$ cat src/rtl/core/ptps_pkg.sv
// Shared types and constants for the pulsed tone pattern sequencer.
// No dependencies; used by ptps_in_stage, ptps_seq and the core top level.
package ptps_pkg;

  localparam logic [7:0] INFINITE_COUNT_DEF = 8'd255;

  typedef enum logic [1:0] {
    ACT_TICK  = 2'd0,
    ACT_START = 2'd1,
    ACT_FORCE = 2'd2
  } action_t;

  typedef struct packed {
    logic [1:0]  action;
    logic [31:0] now_ms;
    logic [15:0] on_time;
    logic [15:0] off_time;
    logic [15:0] pause_time;
    logic [7:0]  tone_count;
    logic [7:0]  repeat_count;
    logic        force_level;
  } item_t;

  typedef struct packed {
    logic buzzer_level;
    logic busy_res;
  } res_t;

endpackage

$ cat src/rtl/core/ptps_if.sv
// Valid/ready channel interfaces for the item and result streams.
// Depends on nothing; the fields mirror ptps_pkg::item_t and ptps_pkg::res_t.
interface ptps_in_if;
  logic        valid;
  logic        ready;
  logic [1:0]  action;
  logic [31:0] now_ms;
  logic [15:0] on_time;
  logic [15:0] off_time;
  logic [15:0] pause_time;
  logic [7:0]  tone_count;
  logic [7:0]  repeat_count;
  logic        force_level;

  modport source (output valid, action, now_ms, on_time, off_time, pause_time,
                  tone_count, repeat_count, force_level, input ready);
  modport sink   (input valid, action, now_ms, on_time, off_time, pause_time,
                  tone_count, repeat_count, force_level, output ready);
endinterface

interface ptps_out_if;
  logic valid;
  logic ready;
  logic buzzer_level;
  logic busy_res;

  modport source (output valid, buzzer_level, busy_res, input ready);
  modport sink   (input valid, buzzer_level, busy_res, output ready);
endinterface

$ cat src/rtl/core/ptps_in_stage.sv
// Input register stage: captures one item per transfer on the input channel.
// Depends on ptps_pkg and ptps_in_if.
module ptps_in_stage (
  input  logic            clk,
  input  logic            rst_n,
  ptps_in_if.sink         in_ch,
  input  logic            take,
  output logic            item_valid,
  output ptps_pkg::item_t item
);

  logic            valid_r, valid_nxt;
  ptps_pkg::item_t item_r;
  logic            load;

  assign in_ch.ready = !valid_r || take;
  assign load        = in_ch.valid && in_ch.ready;
  assign valid_nxt   = load || (valid_r && !take);

  always_ff @(posedge clk) begin
    if (!rst_n) begin
      valid_r <= 1'b0;
    end else begin
      valid_r <= valid_nxt;
    end
  end

  always_ff @(posedge clk) begin
    if (load) begin
      item_r <= '{action:       in_ch.action,
                  now_ms:       in_ch.now_ms,
                  on_time:      in_ch.on_time,
                  off_time:     in_ch.off_time,
                  pause_time:   in_ch.pause_time,
                  tone_count:   in_ch.tone_count,
                  repeat_count: in_ch.repeat_count,
                  force_level:  in_ch.force_level};
    end
  end

  assign item_valid = valid_r;
  assign item       = item_r;

endmodule

$ cat src/rtl/core/ptps_seq.sv
// Sequencer state and single-pass next-state logic for tick, start and force.
// Depends on ptps_pkg.
module ptps_seq #(
  parameter logic [7:0] INFINITE_COUNT = ptps_pkg::INFINITE_COUNT_DEF
) (
  input  logic            clk,
  input  logic            rst_n,
  input  logic            fire,
  input  ptps_pkg::item_t item,
  output ptps_pkg::res_t  res
);

  logic        level_r, level_nxt;
  logic [8:0]  step_r, step_nxt;
  logic [8:0]  total_r, total_nxt;
  logic [7:0]  rep_r, rep_nxt;
  logic [31:0] last_r, last_nxt;
  logic [15:0] on_r, on_nxt;
  logic [15:0] off_r, off_nxt;
  logic [15:0] pause_r, pause_nxt;

  logic [15:0] delay;
  logic [31:0] elapsed;
  logic        go;
  logic [8:0]  step_inc;
  logic        wrap;
  logic [7:0]  rep_dec;
  logic [8:0]  step_adv;
  logic [8:0]  total_m1;

  assign total_m1 = total_r - 9'd1;
  assign elapsed  = item.now_ms - last_r;

  always_comb begin
    if (step_r == 9'd0) begin
      delay = on_r;
    end else if (total_r != 9'd0 && step_r < total_m1) begin
      delay = step_r[0] ? off_r : on_r;
    end else begin
      delay = pause_r;
    end
  end

  assign go       = (rep_r != 8'd0) && (elapsed >= {16'd0, delay});
  assign step_inc = step_r + 9'd1;
  assign wrap     = (step_inc == total_r);
  assign rep_dec  = (wrap && rep_r < INFINITE_COUNT) ? rep_r - 8'd1 : rep_r;
  assign step_adv = wrap ? 9'd0 : step_inc;

  always_comb begin
    level_nxt = level_r;
    step_nxt  = step_r;
    total_nxt = total_r;
    rep_nxt   = rep_r;
    last_nxt  = last_r;
    on_nxt    = on_r;
    off_nxt   = off_r;
    pause_nxt = pause_r;
    if (fire) begin
      case (item.action)
        ptps_pkg::ACT_TICK: begin
          if (go) begin
            step_nxt = step_adv;
            rep_nxt  = rep_dec;
            last_nxt = item.now_ms;
            if (rep_dec != 8'd0) begin
              level_nxt = !level_r;
            end
            if (rep_dec == 8'd1 && total_r != 9'd0 && step_adv == total_m1) begin
              rep_nxt  = 8'd0;
              step_nxt = 9'd0;
            end
          end
        end
        ptps_pkg::ACT_START: begin
          on_nxt    = item.on_time;
          off_nxt   = item.off_time;
          pause_nxt = item.pause_time;
          total_nxt = (item.tone_count != 8'd0) ? {item.tone_count, 1'b0} : 9'd1;
          rep_nxt   = item.repeat_count;
          step_nxt  = 9'd0;
          level_nxt = 1'b1;
          last_nxt  = item.now_ms;
        end
        ptps_pkg::ACT_FORCE: begin
          total_nxt = 9'd0;
          step_nxt  = 9'd0;
          rep_nxt   = 8'd0;
          level_nxt = item.force_level;
        end
        default: begin
        end
      endcase
    end
  end

  always_ff @(posedge clk) begin
    if (!rst_n) begin
      level_r <= 1'b0;
      step_r  <= 9'd0;
      total_r <= 9'd0;
      rep_r   <= 8'd0;
      last_r  <= 32'd0;
      on_r    <= 16'd0;
      off_r   <= 16'd0;
      pause_r <= 16'd0;
    end else begin
      level_r <= level_nxt;
      step_r  <= step_nxt;
      total_r <= total_nxt;
      rep_r   <= rep_nxt;
      last_r  <= last_nxt;
      on_r    <= on_nxt;
      off_r   <= off_nxt;
      pause_r <= pause_nxt;
    end
  end

  assign res = '{buzzer_level: level_nxt, busy_res: (rep_nxt != 8'd0)};

  a_idle_step_zero: assert property (@(posedge clk) disable iff (!rst_n)
    (rep_r == 8'd0) |-> (step_r == 9'd0))
    else $error("step nonzero while idle");

  a_step_in_range: assert property (@(posedge clk) disable iff (!rst_n)
    (rep_r != 8'd0) |-> (step_r < total_r))
    else $error("step beyond step total while running");

  a_force_level: assert property (@(posedge clk) disable iff (!rst_n)
    (fire && item.action == ptps_pkg::ACT_FORCE) |=>
      (level_r == $past(item.force_level) && rep_r == 8'd0))
    else $error("force did not set level and stop");

  a_idle_tick_hold: assert property (@(posedge clk) disable iff (!rst_n)
    (fire && item.action == ptps_pkg::ACT_TICK && rep_r == 8'd0) |=>
      $stable(level_r) && $stable(last_r))
    else $error("idle tick changed state");

endmodule

$ cat src/rtl/core/pulsed_tone_pattern_sequencer_core.sv
// Top level of the pulsed tone pattern sequencer: input stage, sequencer, result register.
// Depends on ptps_pkg, ptps_if, ptps_in_stage and ptps_seq.
//
// Every item (tick, start or force) yields exactly one result: the buzzer level and
// busy flag after that item. An item goes from input transfer to result through the
// input register, then the result register; one item is taken every cycle while the
// result register drains or is empty. The only loop is the state update in ptps_seq.
// The input register takes a new item when it is empty or when its item moves on.
module pulsed_tone_pattern_sequencer_core #(
  parameter logic [7:0] INFINITE_COUNT = ptps_pkg::INFINITE_COUNT_DEF
) (
  input  logic      clk,
  input  logic      rst_n,
  ptps_in_if.sink   in_ch,
  ptps_out_if.source out_ch
);

  logic            item_valid;
  ptps_pkg::item_t item;
  ptps_pkg::res_t  res;
  logic            take;

  logic            out_valid_r, out_valid_nxt;
  ptps_pkg::res_t  out_res_r;

  assign take          = item_valid && (!out_valid_r || out_ch.ready);
  assign out_valid_nxt = take || (out_valid_r && !out_ch.ready);

  ptps_in_stage u_in_stage (
    .clk        (clk),
    .rst_n      (rst_n),
    .in_ch      (in_ch),
    .take       (take),
    .item_valid (item_valid),
    .item       (item)
  );

  ptps_seq #(
    .INFINITE_COUNT (INFINITE_COUNT)
  ) u_seq (
    .clk   (clk),
    .rst_n (rst_n),
    .fire  (take),
    .item  (item),
    .res   (res)
  );

  always_ff @(posedge clk) begin
    if (!rst_n) begin
      out_valid_r <= 1'b0;
    end else begin
      out_valid_r <= out_valid_nxt;
    end
  end

  always_ff @(posedge clk) begin
    if (take) begin
      out_res_r <= res;
    end
  end

  assign out_ch.valid        = out_valid_r;
  assign out_ch.buzzer_level = out_res_r.buzzer_level;
  assign out_ch.busy_res     = out_res_r.busy_res;

endmodule
$ cat src/flat_wrapper.sv
// flat-port wrapper written by rule: the top's interface ports become plain ports
module pulsed_tone_pattern_sequencer_core_flat 
#(
  parameter logic [7:0] INFINITE_COUNT = ptps_pkg::INFINITE_COUNT_DEF
)
  (clk, rst_n, in_ch_valid, in_ch_action, in_ch_now_ms, in_ch_on_time, in_ch_off_time, in_ch_pause_time, in_ch_tone_count, in_ch_repeat_count, in_ch_force_level, in_ch_ready, out_ch_valid, out_ch_buzzer_level, out_ch_busy_res, out_ch_ready);
  ptps_in_if in_ch_i ();
  ptps_out_if out_ch_i ();
  input  logic clk;
  input  logic rst_n;
  input wire logic [$bits(in_ch_i.valid)-1:0] in_ch_valid;
  input wire logic [$bits(in_ch_i.action)-1:0] in_ch_action;
  input wire logic [$bits(in_ch_i.now_ms)-1:0] in_ch_now_ms;
  input wire logic [$bits(in_ch_i.on_time)-1:0] in_ch_on_time;
  input wire logic [$bits(in_ch_i.off_time)-1:0] in_ch_off_time;
  input wire logic [$bits(in_ch_i.pause_time)-1:0] in_ch_pause_time;
  input wire logic [$bits(in_ch_i.tone_count)-1:0] in_ch_tone_count;
  input wire logic [$bits(in_ch_i.repeat_count)-1:0] in_ch_repeat_count;
  input wire logic [$bits(in_ch_i.force_level)-1:0] in_ch_force_level;
  output wire logic [$bits(in_ch_i.ready)-1:0] in_ch_ready;
  output wire logic [$bits(out_ch_i.valid)-1:0] out_ch_valid;
  output wire logic [$bits(out_ch_i.buzzer_level)-1:0] out_ch_buzzer_level;
  output wire logic [$bits(out_ch_i.busy_res)-1:0] out_ch_busy_res;
  input wire logic [$bits(out_ch_i.ready)-1:0] out_ch_ready;
  assign in_ch_i.valid = in_ch_valid;
  assign in_ch_i.action = in_ch_action;
  assign in_ch_i.now_ms = in_ch_now_ms;
  assign in_ch_i.on_time = in_ch_on_time;
  assign in_ch_i.off_time = in_ch_off_time;
  assign in_ch_i.pause_time = in_ch_pause_time;
  assign in_ch_i.tone_count = in_ch_tone_count;
  assign in_ch_i.repeat_count = in_ch_repeat_count;
  assign in_ch_i.force_level = in_ch_force_level;
  assign in_ch_ready = in_ch_i.ready;
  assign out_ch_valid = out_ch_i.valid;
  assign out_ch_buzzer_level = out_ch_i.buzzer_level;
  assign out_ch_busy_res = out_ch_i.busy_res;
  assign out_ch_i.ready = out_ch_ready;
  pulsed_tone_pattern_sequencer_core #(.INFINITE_COUNT(INFINITE_COUNT)) u_core (.clk(clk), .rst_n(rst_n), .in_ch(in_ch_i), .out_ch(out_ch_i));
endmodule
$ cat config.mk
export PLATFORM = sky130hd
export DESIGN_NAME = pulsed_tone_pattern_sequencer_core_flat
export DESIGN_NICKNAME = d
export VERILOG_FILES = /design/src/rtl/core/ptps_pkg.sv /design/src/rtl/core/ptps_if.sv /design/src/rtl/core/ptps_in_stage.sv /design/src/rtl/core/ptps_seq.sv /design/src/rtl/core/pulsed_tone_pattern_sequencer_core.sv /design/src/flat_wrapper.sv
export SDC_FILE = /design/constraint.sdc
export NUM_CORES = 1
export LEC_CHECK = 0
export BUFFER_PORTS_ARGS = -buffer_cell sky130_fd_sc_hd__buf_2
export CAP_MARGIN = 0
export CORE_MARGIN = 5
export CORE_UTILIZATION = 39
export DETAILED_ROUTE_END_ITERATION = 10
export MAX_ROUTING_LAYER = met4
export PLACE_DENSITY = 0.63
export RECOVER_POWER = 25
export SKIP_CTS_REPAIR_TIMING = 1
export SLEW_MARGIN = 25
export SYNTH_ARGS = -nofsm -noshare
export SYNTH_HDL_FRONTEND = slang
export SYNTH_SLANG_ARGS = --single-unit
$ cat constraint.sdc
create_clock -name clk -period 10.7 [get_ports clk]
set_input_delay 0.535 -clock clk [delete_from_list [all_inputs] [get_ports clk]]
set_output_delay 0.535 -clock clk [all_outputs]
set_load 0.02 [all_outputs]
==> results of run 1 <==
[final cells by class]
class                   instances  area [µm²]
multi-input cells             872        5670
clock buffers                  32         671
well taps                     384         480
repair buffers                112         578
fillers                      2822       15700
inverters                      56         210
clock inverters                12         160
flip-flops and latches        210        5220
[state kept, by name (all words and copies together), names as in the netlist]
| signal | cells |
|---|---|
| u_core.u_seq.off_r | 16 |
| u_core.u_seq.pause_r | 16 |
| u_core.u_seq.level_r | 1 |
| u_core.u_seq.rep_r | 8 |
| u_core.u_in_stage.item | 99 |
| u_core.out_ch.busy_res | 1 |
| u_core.u_seq.total_r | 9 |
| u_core.u_seq.step_r | 9 |
| u_core.u_seq.last_r | 32 |
| u_core.out_ch.valid | 1 |
| u_core.out_ch.buzzer_level | 1 |
| u_core.u_seq.on_r | 16 |
| u_core.u_in_stage.item_valid | 1 |
[power breakdown]
| part | total [mW] | leakage, nW | internal, mW | switching (mW) |
|---|---|---|---|---|
| registers | 0.897 | 1.87 | 0.878 | 0.0185 |
| logic | 0.267 | 2.44 | 0.107 | 0.160 |
| clock network | 0.843 | 0.406 | 0.514 | 0.329 |
| total | 2.01 | 4.72 | 1.50 | 0.507 |
[final timing paths]
kind / depth (start not counted) / slack [ns] / endpoint / startpoint
setup / recovery: 28 / 2.95 / u_core.out_ch.busy_res$_DFFE_PP_ / u_core.u_seq.total_r[0]$_SDFFE_PN0P_
setup reg to reg: 28 / 2.95 / u_core.out_ch.busy_res$_DFFE_PP_ / u_core.u_seq.total_r[0]$_SDFFE_PN0P_
hold / removal: 1 / 0.17 / u_core.u_in_stage.item[47]$_DFFE_PP_ / in_ch_off_time[14]
hold reg to reg: 2 / 0.46 / u_core.u_seq.on_r[0]$_SDFFE_PN0P_ / u_core.u_seq.on_r[0]$_SDFFE_PN0P_
[worst max-delay path, delay by kind of cell, from the launching register on]
family / cells / cell delay (ns)
flip-flops: 1 / 0.47
AND/OR/NAND/NOR: 11 / 3.17
AO/OA/AOI/OAI: 13 / 2.76
adder cells (fa/ha/maj): 3 / 0.93
buffers and inverters: 1 / 0.13
[cell usage in the layout (no fill, tap or decap), types with 22 or more instances in the layout]
master,n
dfxtp_1,109
o31ai_1,33
clkbuf_16,24
ha_1,67
o21ai_0,40
buf_2,105
xnor2_1,26
nand2_1,166
nor3_1,22
edfxtp_1,101
nor2_1,61
nand3_1,64
a21oi_1,106
inv_1,54
[logic make-up (layout without fill, tap and decap cells)]
group	Yosys count	count (layout)	share of synthesized area
xor+xnor	46	46	0.0404
mux	9	9	0.00859
compound gates	327	327	0.190
fa+ha+maj	68	68	0.0756
buf+inv	127	212	0.0448
flops	210	210	0.459
simple gates	422	422	0.181
[through the flow]
stage / util / power (mW)
after detailed placement: 0.423 / 1.18
after global placement: 0.423 / 1.17
after CTS: 0.452 / 2.03
final: 0.452 / 2.01
after global routing: 0.452 / 2.10
after floorplan: - / 1.10
[metal layers]
metal | global-route usage | up-vias
met2 | 0.267 | 224
met3 | 0.0236 | 55
li1 | - | 4598
met5 | - | -
met4 | 0.0484 | 0
met1 | 0.246 | 4274
==> flow_summary.toml, run 1 <==
[run_status]
status = "finished, final reports clean"

[synthesis]
synth_nets = 1380
syn_avg_cell_area_um2 = 9.39
ys_seq_area_frac = 0.459
yosysWarningCount = 0
synthArstFlopShare = 0
synth_top_area_frac = 0.267
synth.largest_area_cell = "edfxtp_1"
netlist_area_mm2 = 0.0114
ys.flop_type = "dfxtp_1"
yosysMostFrequentCell = "nand2_1"
synth_top_cells_by_count = "166 x nand2_1, 109 x dfxtp_1, 108 x a21oi_1, 101 x edfxtp_1, 67 x ha_1"
synth.area.top_cells = "edfxtp_1 27%, dfxtp_1 19%, ha_1 7.4%"
synth-edff-count = 101
synth_cell_types = 79
synth_cells = 1209
ys_ff_latch = 210

[route]
met1_length_mm = 13.9
dr.pass1.iters = 5
wl_mm = 28.6
met2_length_mm = 12.7
top_layer = "met4"
drc = 0
met3_length_mm = 1.24
routed_via_density = 5.45
wl_per_cell_um = 17.0
antenna_left = 0
route.vias.total = 9151
drtIter0Drc = 743

[timing]
fin_skew_ns = 0.0244
report.final.slew_viol_count = 0
setup_violations = 0
hold_viol = 0
fmax_ghz = 0.129
rsz0062_at_grt = "false"
finalCriticalPeriod_ns = 7.75
post-route-period-util = 0.724
setup-tns-final_ns = 0
slew_headroom = 0.317
setup_slack_ns = 2.95
whs_ns = 0.165
worst_slew_pin_slew_ns = 1.01

[setup_path]
critPathMaxStageDelay_ns = 0.70
arrival_ns = 8.01
critPathLaunchType = "flip-flop"
path_common_cell = "o21a_1"
slowest_stage = "a221oi_4"
cp_max_fo = 18
critical_path_class = "flip-flop to flip-flop"
cp.required_ns = 10.96
end_kind = "flip-flop"

[clock_tree]
clk-insertion-delay-late_ns = 0.54
htree_levels = 1
clk_pin_slew_worst_paths_ns = 0.06
cts.path.max_buffers = 3
cts-root-buf = "clkbuf_16"
cts_tree = "yes"
clock_sinks = 210
numCtsBuffers = 24

[pwr]
p_per_area_mw_per_mm2 = 155
leakage_nw = 4.72
peakVddDrop_mv = 0.123

[floorplanning]
core_area_mm2 = 0.0287
die_w_um = 181
start_util = 0.396
dieHeight_um = 181
die-area_mm2 = 0.0326
rows = 62
pin_count = 107

[cells_and_area]
area_growth_pct = 14.3
final_cells = 1678
fin_area_mm2 = 0.0130
diodes = 0
nets = 1447
drive_gt1_frac = 0.133

[global_routing]
grt_antenna_before_repair = 0
grt_pass1_vias = 8861
track_usage = 0.175
gr-total-overflow = 0
grt_max_degree = 100
grt_pass1_wl_mm = 46.6

[place]
place_ws_ns = 2.73
placed_area_mm2 = 0.0121
place_inst = 1634
dp_hpwl_mm = 20.8
port_buffers = 106
place_congestion = 0.929

[flow_run]
drv_cap = 0

[min_path]
hp-class = "input port to flip-flop"
(Power assumes the default switching activity.)
==> run 2, diff against run 1 <==
Settings changed: PLACE_DENSITY 0.63 to 0.65.
Clock period 10.7 ns to 7.1 ns, I/O delays scaled along.
==> flow_summary.toml, run 2 (same netlist as run 1, synthesis figures left out) <==
[min_path]
hp-class = "input port to flip-flop"

[place]
port_buffers = 106
place_congestion = 0.914
placed_area_mm2 = 0.0122
dp_hpwl_mm = 21.1

[floorplanning]
start_util = 0.396
dieHeight_um = 181
rows = 62
core_area_mm2 = 0.0287
die_w_um = 181
pin_count = 107
die-area_mm2 = 0.0326

[flow_run]
drv_cap = 0

[clock_tree]
cts_tree = "yes"
numCtsBuffers = 25
clk_pin_slew_worst_paths_ns = 0.06
cts.path.max_buffers = 3
cts-root-buf = "clkbuf_16"
clk-insertion-delay-late_ns = 0.55
clock_sinks = 210
htree_levels = 1

[cells_and_area]
layout_common_cells = "165 x nand2_1, 108 x dfxtp_1, 106 x a21oi_1, 105 x buf_2, 101 x edfxtp_1"
drive_gt1_frac = 0.135
largest_reg_flops = 99
nets = 1555
fin_area_mm2 = 0.0141
final_common_cell = "nand2_1"
diodes = 0
area_growth_pct = 24.5

[global_routing]
gr-total-overflow = 0
grt_pass1_wl_mm = 46.6
track_usage = 0.175
grt_antenna_before_repair = 0
grt_max_degree = 71
grt_pass1_vias = 8950

[route]
wl_mm = 30.7
antenna_left = 0
drc = 0
dr.pass1.iters = 5
drtIter0Drc = 508
route.vias.total = 9710
wl_per_cell_um = 17.2
routed_via_density = 5.43

[pwr]
peakVddDrop_mv = 0.196
switching_share = 0.255
intPower_mw = 2.38
p_clk_frac = 0.435
seqPwrFrac = 0.423
p_per_area_mw_per_mm2 = 226
power_switching_mw = 0.814
comb_power_share = 0.142
leakage_nw = 5.23
total_power_mw = 3.19

[timing]
setup-tns-final_ns = 0
report.final.slew_viol_count = 0
post-route-period-util = 0.952
fin_skew_ns = 0.0208
finalCriticalPeriod_ns = 6.76
fmax_ghz = 0.148
worst_slew_pin_slew_ns = 0.966
whs_ns = 0.0434
setup_violations = 0
hold_viol = 0
slew_headroom = 0.350

[setup_path]
cp_max_fo = 16
cp.required_ns = 7.38
end_kind = "flip-flop"
critical_path_class = "flip-flop to flip-flop"
slowest_stage = "or4_1"
arrival_ns = 7.04
critPathMaxStageDelay_ns = 0.52
path_common_cell = "o21a_1"
critPathLaunchType = "flip-flop"

[run_status]
status = "finished, final reports clean"
-- run 2: cell types whose count changed in the layout (fill, tap and decap cells not counted), sizes merged --
cell,before,now
clkbuf,33,34
clkinvlp,1,2
buf,111,120
clkinv,9,4
dlygate4sd3,0,98
inv,55,59
bufinv,3,4
-- run 2: per-layer routing --
metal,GRT usage,routed length (µm)
met5,-,0
met4,0.0529,924
met3,0.0266,1400
met2,0.266,14100
met1,0.242,14300
-- run 2: critical path: cells and delay by family, from the launching register on --
kind / cells / cell delay, ns
buf+inv: 3 / 0.45
flops: 1 / 0.38
fa+ha+maj: 3 / 0.94
mux: 1 / 0.32
simple gates: 9 / 2.31
compound gates: 13 / 2.07
-- run 2: power groups by stage --
stage	Combinational (mW)	Clock, mW	Sequential, mW
CTS	0.403	1.42	1.35
global placement	0.396	0	1.38
detailed placement	0.399	0	1.38
finish	0.454	1.39	1.35
floorplan	0.291	0	1.37
global route	0.502	1.48	1.36
-- run 2: metrics by stage --
| stage | utilization | worst slack (ns) | cells |
|---|---|---|---|
| 6_report | 0.493 | 0.341 | 1787 |
| 5_1_grt | 0.493 | -0.00560 | 1787 |
| 4_1_cts | 0.456 | 0.0961 | 1688 |
| 3_5_place_dp | 0.425 | 0.141 | 1642 |
| 3_3_place_gp | 0.425 | 0.360 | 1642 |
| 2_1_floorplan | - | 0.0921 | 1209 |
-- run 2: path summary, 6_finish.rpt --
check                           depth (start not counted)                                 start                                 endpoint  slack, ns
worst max register to register                         29  u_core.u_seq.total_r[1]$_SDFFE_PN0P_         u_core.out_ch.busy_res$_DFFE_PP_       0.34
worst max-delay path                                   29  u_core.u_seq.total_r[1]$_SDFFE_PN0P_         u_core.out_ch.busy_res$_DFFE_PP_       0.34
worst min-delay path                                    3                           in_ch_valid  u_core.u_in_stage.item_valid$_SDFF_PN0_       0.04
worst min register to register                          2    u_core.u_seq.on_r[11]$_SDFFE_PN0P_       u_core.u_seq.on_r[11]$_SDFFE_PN0P_       0.46
-- run 2: cell type report --
class,instances,area (µm²)
clock buffers,33,706
inverters,56,210
flip-flops and latches,210,5220
repair buffers,219,1630
fillers,2683,14600
multi-input cells,872,5700
well taps,384,480
clock inverters,13,200
